[src/sv/euc_pkg.sv]
package euc_pkg;

  localparam int EPOCH_W    = 38;
  localparam int DAYS_W     = 22;
  localparam int SOD_W      = 17;
  localparam int DOE_W      = 18;
  localparam int ERA_W      = 5;
  localparam int YEAR_W     = 14;
  localparam int PIPE_DEPTH = 11;

  localparam logic [EPOCH_W-1:0] MAX_EPOCH = 38'd253402300799;

  // 86400 = 2^7 * 675: low seven bits pass straight into the second of day
  localparam int DAY_LO_W = 7;
  localparam int DAY_ODD  = 675;

  localparam int ERA_SHIFT = 719468;
  localparam int ERA_DAYS  = 146097;
  localparam int CENT_DAYS = 36524;
  localparam int QUAD_DAYS = 1460;
  localparam int YEAR_DAYS = 365;

  // Reciprocals rounded up; each shift is wide enough that the quotient is
  // exact over the whole width of the dividend.
  localparam int K675   = 41;
  localparam int M675_W = 32;
  localparam logic [M675_W-1:0] M675 =
    M675_W'(((64'd1 << K675) + 64'(DAY_ODD) - 64'd1) / 64'(DAY_ODD));

  localparam int KERA   = 40;
  localparam int MERA_W = 23;
  localparam logic [MERA_W-1:0] MERA =
    MERA_W'(((64'd1 << KERA) + 64'(ERA_DAYS) - 64'd1) / 64'(ERA_DAYS));

  localparam int K1460   = 29;
  localparam int M1460_W = 19;
  localparam logic [M1460_W-1:0] M1460 =
    M1460_W'(((64'd1 << K1460) + 64'(QUAD_DAYS) - 64'd1) / 64'(QUAD_DAYS));

  localparam int K365   = 27;
  localparam int M365_W = 19;
  localparam logic [M365_W-1:0] M365 =
    M365_W'(((64'd1 << K365) + 64'(YEAR_DAYS) - 64'd1) / 64'(YEAR_DAYS));

  localparam int K153   = 19;
  localparam int M153_W = 12;
  localparam logic [M153_W-1:0] M153 =
    M153_W'(((64'd1 << K153) + 64'd152) / 64'd153);

  localparam int K60   = 23;
  localparam int M60_W = 18;
  localparam logic [M60_W-1:0] M60 =
    M60_W'(((64'd1 << K60) + 64'd59) / 64'd60);

  localparam int K60H   = 17;
  localparam int M60H_W = 12;
  localparam logic [M60H_W-1:0] M60H =
    M60H_W'(((64'd1 << K60H) + 64'd59) / 64'd60);

  typedef struct packed {
    logic [DAYS_W-1:0] days;
    logic [SOD_W-1:0]  sod;
    logic              oor;
  } split_t;

  typedef struct packed {
    logic [8:0]        yday;
    logic [YEAR_W-1:0] year;
    logic [3:0]        month;
    logic [4:0]        mday;
    logic [2:0]        wday;
    logic              oor;
  } civil_t;

  typedef struct packed {
    logic [5:0]       sec;
    logic [5:0]       min;
    logic [4:0]       hr;
    logic [SOD_W-1:0] sod;
  } clock_t;

endpackage

[src/sv/euc_pipe_ctrl.sv]
module euc_pipe_ctrl (
  input  logic                            clk,
  input  logic                            rst_n,
  input  logic                            in_valid,
  input  logic                            out_ready,
  output logic                            in_ready,
  output logic                            out_valid,
  output logic [euc_pkg::PIPE_DEPTH-1:0]  en
);

  localparam int N = euc_pkg::PIPE_DEPTH;

  logic [N-1:0] valid_r;
  logic [N-1:0] valid_nxt;

  // a stage moves when it is empty or the stage after it moves
  assign en[N-1] = !valid_r[N-1] || out_ready;
  for (genvar k = 0; k < N - 1; k++) begin : g_en
    assign en[k] = !valid_r[k] || en[k+1];
  end

  assign valid_nxt = ({valid_r[N-2:0], in_valid} & en) | (valid_r & ~en);

  always_ff @(posedge clk) begin
    if (!rst_n) begin
      valid_r <= '0;
    end else begin
      valid_r <= valid_nxt;
    end
  end

  assign in_ready  = en[0];
  assign out_valid = valid_r[N-1];

  a_stall_keeps: assert property (@(posedge clk) disable iff (!rst_n)
    1'b1 |=> (($past(valid_r & ~en) & ~valid_r) == '0))
    else $error("stalled stage dropped its request");

  a_bubble_ready: assert property (@(posedge clk) disable iff (!rst_n)
    !(&valid_r) |-> in_ready)
    else $error("pipeline has a free stage but refuses input");

  a_one_in: assert property (@(posedge clk) disable iff (!rst_n)
    1'b1 |=> ($countones(valid_r) <= $countones($past(valid_r)) + 1))
    else $error("more than one request entered in a cycle");

endmodule

[src/sv/euc_day_split.sv]
module euc_day_split (
  input  logic                          clk,
  input  logic [2:0]                    en,
  input  logic [euc_pkg::EPOCH_W-1:0]   epoch_seconds,
  output euc_pkg::split_t               split
);

  localparam int X_W = euc_pkg::EPOCH_W - euc_pkg::DAY_LO_W;
  localparam int R_W = euc_pkg::SOD_W - euc_pkg::DAY_LO_W;
  localparam int P_W = X_W + euc_pkg::M675_W;

  logic [euc_pkg::EPOCH_W-1:0]  t_r;
  logic [X_W-1:0]               x_r;
  logic [euc_pkg::DAY_LO_W-1:0] lo_r;
  logic [euc_pkg::DAYS_W-1:0]   days_r;
  logic                         oor_r;
  euc_pkg::split_t              split_r;

  logic [P_W-1:0] prod;
  logic [X_W-1:0] rem;

  assign prod = P_W'(t_r[euc_pkg::EPOCH_W-1:euc_pkg::DAY_LO_W]) * P_W'(euc_pkg::M675);
  // remainder of the odd factor, always below 675
  assign rem  = x_r - X_W'(days_r) * X_W'(euc_pkg::DAY_ODD);

  always_ff @(posedge clk) begin
    if (en[0]) begin
      t_r <= epoch_seconds;
    end
    if (en[1]) begin
      x_r    <= t_r[euc_pkg::EPOCH_W-1:euc_pkg::DAY_LO_W];
      lo_r   <= t_r[euc_pkg::DAY_LO_W-1:0];
      days_r <= prod[euc_pkg::K675+euc_pkg::DAYS_W-1:euc_pkg::K675];
      oor_r  <= t_r > euc_pkg::MAX_EPOCH;
    end
    if (en[2]) begin
      split_r.days <= days_r;
      split_r.sod  <= {rem[R_W-1:0], lo_r};
      split_r.oor  <= oor_r;
    end
  end

  assign split = split_r;

endmodule

[src/sv/euc_civil.sv]
module euc_civil (
  input  logic             clk,
  input  logic [6:0]       en,
  input  euc_pkg::split_t  split,
  output euc_pkg::civil_t  civil
);

  localparam int DW   = euc_pkg::DAYS_W;
  localparam int OW   = euc_pkg::DOE_W;
  localparam int EP_W = DW + euc_pkg::MERA_W;
  localparam int QP_W = OW + euc_pkg::M1460_W;
  localparam int YP_W = OW + euc_pkg::M365_W;
  localparam int MP_W = 11 + euc_pkg::M153_W;
  localparam logic [8:0] MAR_TO_JAN   = 9'd306;
  localparam logic [8:0] JAN_FEB_DAYS = 9'd59;

  typedef struct packed {
    logic [euc_pkg::ERA_W-1:0] era;
    logic [2:0]                wday;
    logic                      oor;
  } carry_t;

  // first day of each month counted from 1 March
  function automatic logic [8:0] month_start(input logic [3:0] mp);
    logic [8:0] d;
    unique case (mp)
      4'd0:    d = 9'd0;
      4'd1:    d = 9'd31;
      4'd2:    d = 9'd61;
      4'd3:    d = 9'd92;
      4'd4:    d = 9'd122;
      4'd5:    d = 9'd153;
      4'd6:    d = 9'd184;
      4'd7:    d = 9'd214;
      4'd8:    d = 9'd245;
      4'd9:    d = 9'd275;
      4'd10:   d = 9'd306;
      4'd11:   d = 9'd337;
      default: d = 9'd0;
    endcase
    return d;
  endfunction

  logic [DW-1:0]             s4_z_r;
  logic [euc_pkg::ERA_W-1:0] s4_era_r;
  logic [5:0]                s4_wsum_r;
  logic                      s4_oor_r;
  logic [OW-1:0]             s5_doe_r;
  carry_t                    s5_cy_r;
  logic [OW-1:0]             s6_n_r;
  logic [OW-1:0]             s6_doe_r;
  carry_t                    s6_cy_r;
  logic [8:0]                s7_yoe_r;
  logic [OW-1:0]             s7_doe_r;
  carry_t                    s7_cy_r;
  logic [8:0]                s8_doy_r;
  logic [8:0]                s8_yoe_r;
  carry_t                    s8_cy_r;
  logic [3:0]                s9_mp_r;
  logic [8:0]                s9_w_r;
  logic [8:0]                s9_yday_r;
  logic [8:0]                s9_doy_r;
  carry_t                    s9_cy_r;
  euc_pkg::civil_t           civil_r;

  logic [DW-1:0]   z;
  logic [EP_W-1:0] era_prod;
  logic [23:0]     dp4;
  logic [5:0]      wsum;
  logic [3:0]      wfold;
  logic [2:0]      wday;
  logic [OW-1:0]   doe;
  logic [QP_W-1:0] quad_prod;
  logic [2:0]      cents;
  logic [OW-1:0]   n;
  logic [YP_W-1:0] yoe_prod;
  logic [1:0]      yoe_cents;
  logic [OW-1:0]   doy_full;
  logic [10:0]     mp_arg;
  logic [MP_W-1:0] mp_prod;
  logic            after_feb;
  logic [8:0]      w;
  logic            leap;
  logic [8:0]      yday;
  logic [8:0]      mstart;
  logic [3:0]      month;

  always_comb begin
    z        = split.days + DW'(euc_pkg::ERA_SHIFT);
    era_prod = EP_W'(z) * EP_W'(euc_pkg::MERA);
    // 8 = 1 mod 7: octal digit sum keeps the residue
    dp4  = 24'(split.days) + 24'd4;
    wsum = '0;
    for (int k = 0; k < 8; k++) begin
      wsum = wsum + 6'(dp4[3*k +: 3]);
    end

    wfold = 4'(s4_wsum_r[5:3]) + 4'(s4_wsum_r[2:0]);
    if (wfold >= 4'd14) begin
      wday = 3'd0;
    end else if (wfold >= 4'd7) begin
      wday = 3'(wfold - 4'd7);
    end else begin
      wday = 3'(wfold);
    end
    doe = OW'(s4_z_r - DW'(s4_era_r) * DW'(euc_pkg::ERA_DAYS));

    quad_prod = QP_W'(s5_doe_r) * QP_W'(euc_pkg::M1460);
    cents = 3'(s5_doe_r >= OW'(euc_pkg::CENT_DAYS))
          + 3'(s5_doe_r >= OW'(2 * euc_pkg::CENT_DAYS))
          + 3'(s5_doe_r >= OW'(3 * euc_pkg::CENT_DAYS))
          + 3'(s5_doe_r >= OW'(4 * euc_pkg::CENT_DAYS));
    n = s5_doe_r - OW'(quad_prod[euc_pkg::K1460+6:euc_pkg::K1460]) + OW'(cents)
      - OW'(s5_doe_r == OW'(4 * euc_pkg::CENT_DAYS));

    yoe_prod = YP_W'(s6_n_r) * YP_W'(euc_pkg::M365);

    yoe_cents = 2'(s7_yoe_r >= 9'd100) + 2'(s7_yoe_r >= 9'd200) + 2'(s7_yoe_r >= 9'd300);
    doy_full  = s7_doe_r - (OW'(s7_yoe_r) * OW'(euc_pkg::YEAR_DAYS)
              + OW'(s7_yoe_r[8:2]) - OW'(yoe_cents));

    mp_arg    = 11'(s8_doy_r) * 11'd5 + 11'd2;
    mp_prod   = MP_W'(mp_arg) * MP_W'(euc_pkg::M153);
    // January and February close the March-based year
    after_feb = s8_doy_r >= MAR_TO_JAN;
    w         = s8_yoe_r + 9'(after_feb);
    leap      = (w[1:0] == 2'd0) && !(w == 9'd100 || w == 9'd200 || w == 9'd300);
    yday      = after_feb ? s8_doy_r - MAR_TO_JAN
                          : s8_doy_r + JAN_FEB_DAYS + 9'(leap);

    mstart = month_start(s9_mp_r);
    month  = (s9_mp_r < 4'd10) ? s9_mp_r + 4'd2 : s9_mp_r - 4'd10;
  end

  always_ff @(posedge clk) begin
    if (en[0]) begin
      s4_z_r    <= z;
      s4_era_r  <= era_prod[euc_pkg::KERA+euc_pkg::ERA_W-1:euc_pkg::KERA];
      s4_wsum_r <= wsum;
      s4_oor_r  <= split.oor;
    end
    if (en[1]) begin
      s5_doe_r     <= doe;
      s5_cy_r.era  <= s4_era_r;
      s5_cy_r.wday <= wday;
      s5_cy_r.oor  <= s4_oor_r;
    end
    if (en[2]) begin
      s6_n_r   <= n;
      s6_doe_r <= s5_doe_r;
      s6_cy_r  <= s5_cy_r;
    end
    if (en[3]) begin
      s7_yoe_r <= yoe_prod[euc_pkg::K365+8:euc_pkg::K365];
      s7_doe_r <= s6_doe_r;
      s7_cy_r  <= s6_cy_r;
    end
    if (en[4]) begin
      s8_doy_r <= doy_full[8:0];
      s8_yoe_r <= s7_yoe_r;
      s8_cy_r  <= s7_cy_r;
    end
    if (en[5]) begin
      s9_mp_r   <= mp_prod[euc_pkg::K153+3:euc_pkg::K153];
      s9_w_r    <= w;
      s9_yday_r <= yday;
      s9_doy_r  <= s8_doy_r;
      s9_cy_r   <= s8_cy_r;
    end
    if (en[6]) begin
      civil_r.yday  <= s9_yday_r;
      civil_r.year  <= euc_pkg::YEAR_W'(s9_cy_r.era) * euc_pkg::YEAR_W'(400)
                     + euc_pkg::YEAR_W'(s9_w_r);
      civil_r.month <= month;
      civil_r.mday  <= 5'(s9_doy_r - mstart + 9'd1);
      civil_r.wday  <= s9_cy_r.wday;
      civil_r.oor   <= s9_cy_r.oor;
    end
  end

  assign civil = civil_r;

endmodule

[src/sv/euc_clock.sv]
module euc_clock (
  input  logic                       clk,
  input  logic [6:0]                 en,
  input  logic [euc_pkg::SOD_W-1:0]  sod,
  output euc_pkg::clock_t            ck
);

  localparam int SW   = euc_pkg::SOD_W;
  localparam int MT_W = 11;
  localparam int P1_W = SW + euc_pkg::M60_W;
  localparam int P2_W = MT_W + euc_pkg::M60H_W;
  localparam int DLY  = 5;

  logic [MT_W-1:0] s4_mt_r;
  logic [SW-1:0]   s4_sod_r;
  logic [MT_W-1:0] s5_mt_r;
  logic [SW-1:0]   s5_sod_r;
  logic [5:0]      s5_sec_r;
  logic [4:0]      s5_hr_r;
  euc_pkg::clock_t dly_r [DLY];

  logic [P1_W-1:0] mt_prod;
  logic [P2_W-1:0] hr_prod;
  logic [SW-1:0]   sec_full;
  logic [MT_W-1:0] min_full;

  assign mt_prod  = P1_W'(sod) * P1_W'(euc_pkg::M60);
  assign hr_prod  = P2_W'(s4_mt_r) * P2_W'(euc_pkg::M60H);
  assign sec_full = s4_sod_r - SW'(s4_mt_r) * SW'(60);
  assign min_full = s5_mt_r - MT_W'(s5_hr_r) * MT_W'(60);

  always_ff @(posedge clk) begin
    if (en[0]) begin
      s4_mt_r  <= mt_prod[euc_pkg::K60+MT_W-1:euc_pkg::K60];
      s4_sod_r <= sod;
    end
    if (en[1]) begin
      s5_mt_r  <= s4_mt_r;
      s5_sod_r <= s4_sod_r;
      s5_sec_r <= sec_full[5:0];
      s5_hr_r  <= hr_prod[euc_pkg::K60H+4:euc_pkg::K60H];
    end
    if (en[2]) begin
      dly_r[0].sec <= s5_sec_r;
      dly_r[0].min <= min_full[5:0];
      dly_r[0].hr  <= s5_hr_r;
      dly_r[0].sod <= s5_sod_r;
    end
    // hold the time of day level with the calendar path
    for (int k = 1; k < DLY; k++) begin
      if (en[2+k]) begin
        dly_r[k] <= dly_r[k-1];
      end
    end
  end

  assign ck = dly_r[DLY-1];

endmodule

[src/sv/epoch_seconds_to_utc_calendar_top.sv]
// Unix seconds to UTC calendar converter.
// Input channel: in_valid / in_ready carry one in_epoch_seconds per request.
// Output channel: out_valid / out_ready carry second, minute, hour,
// day_of_year, years_since_1900, month, day_of_month, weekday, the
// in_daylight flag and out_of_range; when out_of_range is set every other
// field is zero.
// Pipeline of eleven register stages: one request is taken every cycle
// while the receiver keeps out_ready high. The reciprocal multiplies of the
// day split and of the era, year-of-era and month steps set the stage count.
// A stalled receiver holds the output register; in_ready then follows from
// the first free stage, so requests keep entering until all eleven stages are
// full. in_ready is combinational from out_ready.
// Configuration: cfg_we writes cfg_data into register cfg_index at the
// clock edge (0..5: dst start month, day, second; std start month, day,
// second); other indexes are ignored. Write only while the pipeline is empty.
// Reset (rst_n low, synchronous) empties the pipeline and restores the
// daylight-saving registers to March 1st 02:00 and October 1st 03:00.
module epoch_seconds_to_utc_calendar_top (
  input  logic                          clk,
  input  logic                          rst_n,
  input  logic                          in_valid,
  output logic                          in_ready,
  input  logic [euc_pkg::EPOCH_W-1:0]   in_epoch_seconds,
  output logic                          out_valid,
  input  logic                          out_ready,
  output logic [5:0]                    out_second,
  output logic [5:0]                    out_minute,
  output logic [4:0]                    out_hour,
  output logic [8:0]                    out_day_of_year,
  output logic [12:0]                   out_years_since_1900,
  output logic [3:0]                    out_month,
  output logic [4:0]                    out_day_of_month,
  output logic [2:0]                    out_weekday,
  output logic                          out_in_daylight,
  output logic                          out_out_of_range,
  input  logic                          cfg_we,
  input  logic [2:0]                    cfg_index,
  input  logic [16:0]                   cfg_data
);

  localparam int LAST = euc_pkg::PIPE_DEPTH - 1;
  localparam logic [2:0] CFG_DST_MONTH  = 3'd0;
  localparam logic [2:0] CFG_DST_DAY    = 3'd1;
  localparam logic [2:0] CFG_DST_SECOND = 3'd2;
  localparam logic [2:0] CFG_STD_MONTH  = 3'd3;
  localparam logic [2:0] CFG_STD_DAY    = 3'd4;
  localparam logic [2:0] CFG_STD_SECOND = 3'd5;
  localparam logic [euc_pkg::YEAR_W-1:0] YEAR_BASE = 14'd1900;

  logic [euc_pkg::PIPE_DEPTH-1:0] en;
  euc_pkg::split_t                split;
  euc_pkg::civil_t                civil;
  euc_pkg::clock_t                ck;

  logic [3:0]  dst_month_r;
  logic [4:0]  dst_day_r;
  logic [16:0] dst_second_r;
  logic [3:0]  std_month_r;
  logic [4:0]  std_day_r;
  logic [16:0] std_second_r;

  logic [5:0]  out_second_r;
  logic [5:0]  out_minute_r;
  logic [4:0]  out_hour_r;
  logic [8:0]  out_day_of_year_r;
  logic [12:0] out_years_since_1900_r;
  logic [3:0]  out_month_r;
  logic [4:0]  out_day_of_month_r;
  logic [2:0]  out_weekday_r;
  logic        out_in_daylight_r;
  logic        out_out_of_range_r;

  logic in_season;
  logic edge_ok;
  logic daylight;

  euc_pipe_ctrl u_ctrl (
    .clk       (clk),
    .rst_n     (rst_n),
    .in_valid  (in_valid),
    .out_ready (out_ready),
    .in_ready  (in_ready),
    .out_valid (out_valid),
    .en        (en)
  );

  euc_day_split u_split (
    .clk           (clk),
    .en            (en[2:0]),
    .epoch_seconds (in_epoch_seconds),
    .split         (split)
  );

  euc_civil u_civil (
    .clk   (clk),
    .en    (en[9:3]),
    .split (split),
    .civil (civil)
  );

  euc_clock u_clock (
    .clk (clk),
    .en  (en[9:3]),
    .sod (split.sod),
    .ck  (ck)
  );

  always_ff @(posedge clk) begin
    if (!rst_n) begin
      dst_month_r  <= 4'd2;
      dst_day_r    <= 5'd1;
      dst_second_r <= 17'd7200;
      std_month_r  <= 4'd9;
      std_day_r    <= 5'd1;
      std_second_r <= 17'd10800;
    end else if (cfg_we) begin
      unique case (cfg_index)
        CFG_DST_MONTH:  dst_month_r  <= cfg_data[3:0];
        CFG_DST_DAY:    dst_day_r    <= cfg_data[4:0];
        CFG_DST_SECOND: dst_second_r <= cfg_data;
        CFG_STD_MONTH:  std_month_r  <= cfg_data[3:0];
        CFG_STD_DAY:    std_day_r    <= cfg_data[4:0];
        CFG_STD_SECOND: std_second_r <= cfg_data;
        default: ;
      endcase
    end
  end

  // season wraps round the year end when standard time resumes no later
  // in the year than daylight saving begins
  always_comb begin
    if (std_month_r > dst_month_r) begin
      in_season = civil.month >= dst_month_r && civil.month < std_month_r;
    end else begin
      in_season = civil.month >= dst_month_r || civil.month < std_month_r;
    end
    priority if (civil.month == dst_month_r) begin
      edge_ok = civil.mday > dst_day_r
             || (civil.mday == dst_day_r && ck.sod >= dst_second_r);
    end else if (civil.month == std_month_r) begin
      edge_ok = civil.mday < std_day_r
             || (civil.mday == std_day_r && ck.sod < std_second_r);
    end else begin
      edge_ok = 1'b1;
    end
    daylight = in_season && edge_ok;
  end

  always_ff @(posedge clk) begin
    if (en[LAST]) begin
      out_second_r           <= civil.oor ? '0 : ck.sec;
      out_minute_r           <= civil.oor ? '0 : ck.min;
      out_hour_r             <= civil.oor ? '0 : ck.hr;
      out_day_of_year_r      <= civil.oor ? '0 : civil.yday;
      out_years_since_1900_r <= civil.oor ? '0 : 13'(civil.year - YEAR_BASE);
      out_month_r            <= civil.oor ? '0 : civil.month;
      out_day_of_month_r     <= civil.oor ? '0 : civil.mday;
      out_weekday_r          <= civil.oor ? '0 : civil.wday;
      out_in_daylight_r      <= !civil.oor && daylight;
      out_out_of_range_r     <= civil.oor;
    end
  end

  assign out_second           = out_second_r;
  assign out_minute           = out_minute_r;
  assign out_hour             = out_hour_r;
  assign out_day_of_year      = out_day_of_year_r;
  assign out_years_since_1900 = out_years_since_1900_r;
  assign out_month            = out_month_r;
  assign out_day_of_month     = out_day_of_month_r;
  assign out_weekday          = out_weekday_r;
  assign out_in_daylight      = out_in_daylight_r;
  assign out_out_of_range     = out_out_of_range_r;

endmodule

[config.mk]
export PLATFORM = sky130hd
export DESIGN_NAME = epoch_seconds_to_utc_calendar_top
export DESIGN_NICKNAME = d
export VERILOG_FILES = /design/src/sv/euc_pkg.sv /design/src/sv/euc_pipe_ctrl.sv /design/src/sv/euc_day_split.sv /design/src/sv/euc_civil.sv /design/src/sv/euc_clock.sv /design/src/sv/epoch_seconds_to_utc_calendar_top.sv
export SDC_FILE = /design/constraint.sdc
export NUM_CORES = 2
export LEC_CHECK = 0
export BUFFER_PORTS_ARGS = -buffer_cell sky130_fd_sc_hd__buf_2
export CAP_MARGIN = 20
export CORE_UTILIZATION = 45
export DETAILED_ROUTE_END_ITERATION = 6
export SKIP_LAST_GASP = 1
export SLEW_MARGIN = 15
export SYNTH_ARGS = -nofsm -noshare
export SYNTH_HDL_FRONTEND = slang
export SYNTH_HIERARCHICAL = 1
export SYNTH_SLANG_ARGS = --single-unit
[constraint.sdc]
create_clock -name clk -period 8.9 [get_ports clk]
set_input_delay 1.78 -clock clk [delete_from_list [all_inputs] [get_ports clk]]
set_output_delay 1.78 -clock clk [all_outputs]
set_load 0.005 [all_outputs]
==> impl_metrics.csv <==
group,metric,value,unit
sta,slew-limit-headroom,33.0,%
routing,vias,41100,
placed_design,io_buffers,117,
clock_network,ctsHoldBuffers,0,
cells_and_area,drive_gt1_share,5.96,%
sta,finClkSkew,0.0446,ns
cells_and_area,fillers,13800,
sta,rsz0062_at_grt,"yes",
placed_design,place_area,73200,um2
run,cap_violations,0,
run_status,outcome,"complete, no violations",
routing,ant_nets,0,
worst_setup_path,crit_family,"adder cells",
global_route,grt_pass1_vias,44400,
die,initial_utilization,45.4,%
yosys,syn_nets,8341,
cells_and_area,utilization,49.2,%
placed_design,post-dp-hpwl,121000,um
worst_setup_path,crit_path_start_kind,"register",
sta,timing.final.max_slew_violations,0,
sta,setup-violations-final,0,
routing,first_pass_iters,7,
sta,fin_crit_sh,95.8,%
die,die_w,396,um
die,coreArea,154000,um2
cells_and_area,multi_input_area,44400,um2
clock_network,tritoncts,"yes",
cells_and_area,seq_area,19600,um2
clock_network,cts_max_level,3,
worst_setup_path,crit_path_frequent_cell,"fa_1",
cells_and_area,area_growth,8.51,%
routing,wl,144000,um
sta,hold_viol,0,
sta,period_needed,8.53,ns
worst_setup_path,crit_required,9.30,ns
placed_design,gp_congestion,0.921,
worst_setup_path,path_depth,31,
global_route,grt_pass1_wl,237000,um
min_path,whs_path_depth,0,
die,dieHeight,396,um
clock_network,clk_pin_slew_worst_paths,0.06,ns
worst_setup_path,worst_path_max_delay_cell,"fa_1",
worst_setup_path,end_kind,"register",
worst_setup_path,reg2reg_depth,31,
min_path,hp-class,"reg2reg",
yosys,ys_warn_count,6,
die,num_io_pins,118,
clock_network,cts_sinks,677,
cells_and_area,final_area,75800,um2
routing,drt_iter0_drc,1801,
clock_network,ctsLongestPathBuffers,3,
clock_network,clockRootBuffer,"clkbuf_16",
cells_and_area,num-nets-final,8546,
die,fp.dieArea,157000,um2
routing,drc,0,
sta,worst_pin_slew,1.00,ns
yosys,syn_inst,5995,
sta,fmax,117,MHz
worst_setup_path,crit_type,"reg2reg",
clock_network,numCtsBuffers,77,
global_route,track_usage,19.2,%
global_route,grt_max_degree,69,
worst_setup_path,critPathArrivalTime,8.92,ns
yosys,synthesis.area,69900,um2
die,rows,144,
global_route,grt_overflow,0,
global_route,antenna_found_initial,4,
routing,wl_per_cell,17.4,um
clock_network,clkLatencyLatePin,0.68,ns
worst_setup_path,cp_num_buf_inv,6,
routing,via_per_inst,4.95,
yosys,avgSynthCellArea,11.7,um2
worst_setup_path,max_stage_delay,0.54,ns
worst_setup_path,cp_max_fo,7,
==> area by class of cell <==
class                   count  share of cell area, %
multi-input cells        3787                   58.6
flip-flops and latches    677                   25.9
inverters                1467                   7.26
well taps                2044                   3.37
clock buffers              93                   2.63
repair buffers            190                   1.49
clock inverters            42                  0.739
diodes                      1                0.00330
==> sequential cells by signal, indices dropped and copies added, names as in the netlist, 10 cells and up, named ones only <==
register,flops
u_clock/dly_r,160
u_split/split,40
u_split/t_r,38
u_civil/civil,35
u_split/days_r,22
u_civil/s4_z_r,18
u_civil/s5_doe_r,18
u_civil/s6_n_r,18
dst_second_r,17
std_second_r,17
u_clock/s4_sod_r,17
u_clock/s5_sod_r,17
out_years_since_1900,13
u_clock/s4_mt_r,11
u_split/x_r,10
==> placed cells by master (no fill, tap or decap), types with 10 or more instances in the layout <==
master / n
inv_1: 1462
ha_1: 1459
fa_1: 824
edfxtp_1: 609
nand2_1: 192
xnor2_1: 154
a21oi_1: 143
nor2_1: 126
buf_2: 117
o21ai_0: 90
nor2b_1: 82
xor2_1: 81
clkbuf_16: 77
buf_4: 73
dfxtp_1: 68
a21o_1: 61
nor3_1: 59
nand3_1: 50
nand4_1: 40
a21boi_0: 33
a211oi_1: 29
mux2i_1: 29
o21a_1: 26
o21bai_1: 21
o211ai_1: 20
nand2b_1: 20
a31oi_1: 18
and3_1: 18
or2_2: 15
clkbuf_1: 15
or3_1: 11
nor4_1: 10
==> through the flow <==
step                hold slack, ns  cells  setup slack [ns]  setup TNS (ns)
finish                       0.377   8301             0.374               0
global route                 0.387   8300           -0.0356         -0.0356
CTS                          0.369   8297            0.0728               0
detailed placement           0.405   8162            0.0888               0
global placement             0.401   8162             0.194               0
floorplan                    0.400   5995             0.771               0
==> routing by layer <==
metal  GRT usage [%]  wire (um)
met5               0         12
met4            5.10       3640
met3            2.77       5490
met2            32.9      69900
met1            25.5      65200
==> worst register-to-register path, delay by kind of cell, from the launching register on <==
| family | cells | cell delay (ns) |
|---|---|---|
| simple gates | 2 | 0.29 |
| compound gates | 11 | 1.81 |
| buf+inv | 6 | 0.57 |
| flops | 1 | 0.45 |
| xor+xnor | 1 | 0.22 |
| fa+ha+maj | 11 | 4.93 |
==> timing repair <==
action / CTS / global route
gates resized for setup: 0 / 11
setup buffers: 0 / 3
setup endpoints to repair: 0 / 7
==> worst paths after layout <==
path	startpoint	end	slack, ns
setup / recovery	u_civil/s5_doe_r[5]$_DFFE_PP_	u_civil/s6_n_r[14]$_DFFE_PP_	0.37
hold / removal	u_clock/dly_r[0][8]$_DFFE_PP_	u_clock/dly_r[0][42]$_DFFE_PP_	0.38
setup reg to reg	u_civil/s5_doe_r[5]$_DFFE_PP_	u_civil/s6_n_r[14]$_DFFE_PP_	0.37
hold reg to reg	u_clock/dly_r[0][8]$_DFFE_PP_	u_clock/dly_r[0][42]$_DFFE_PP_	0.38
Power is not shown: default switching activity piles up to over one toggle a cycle in this logic, so the estimate is an artifact.
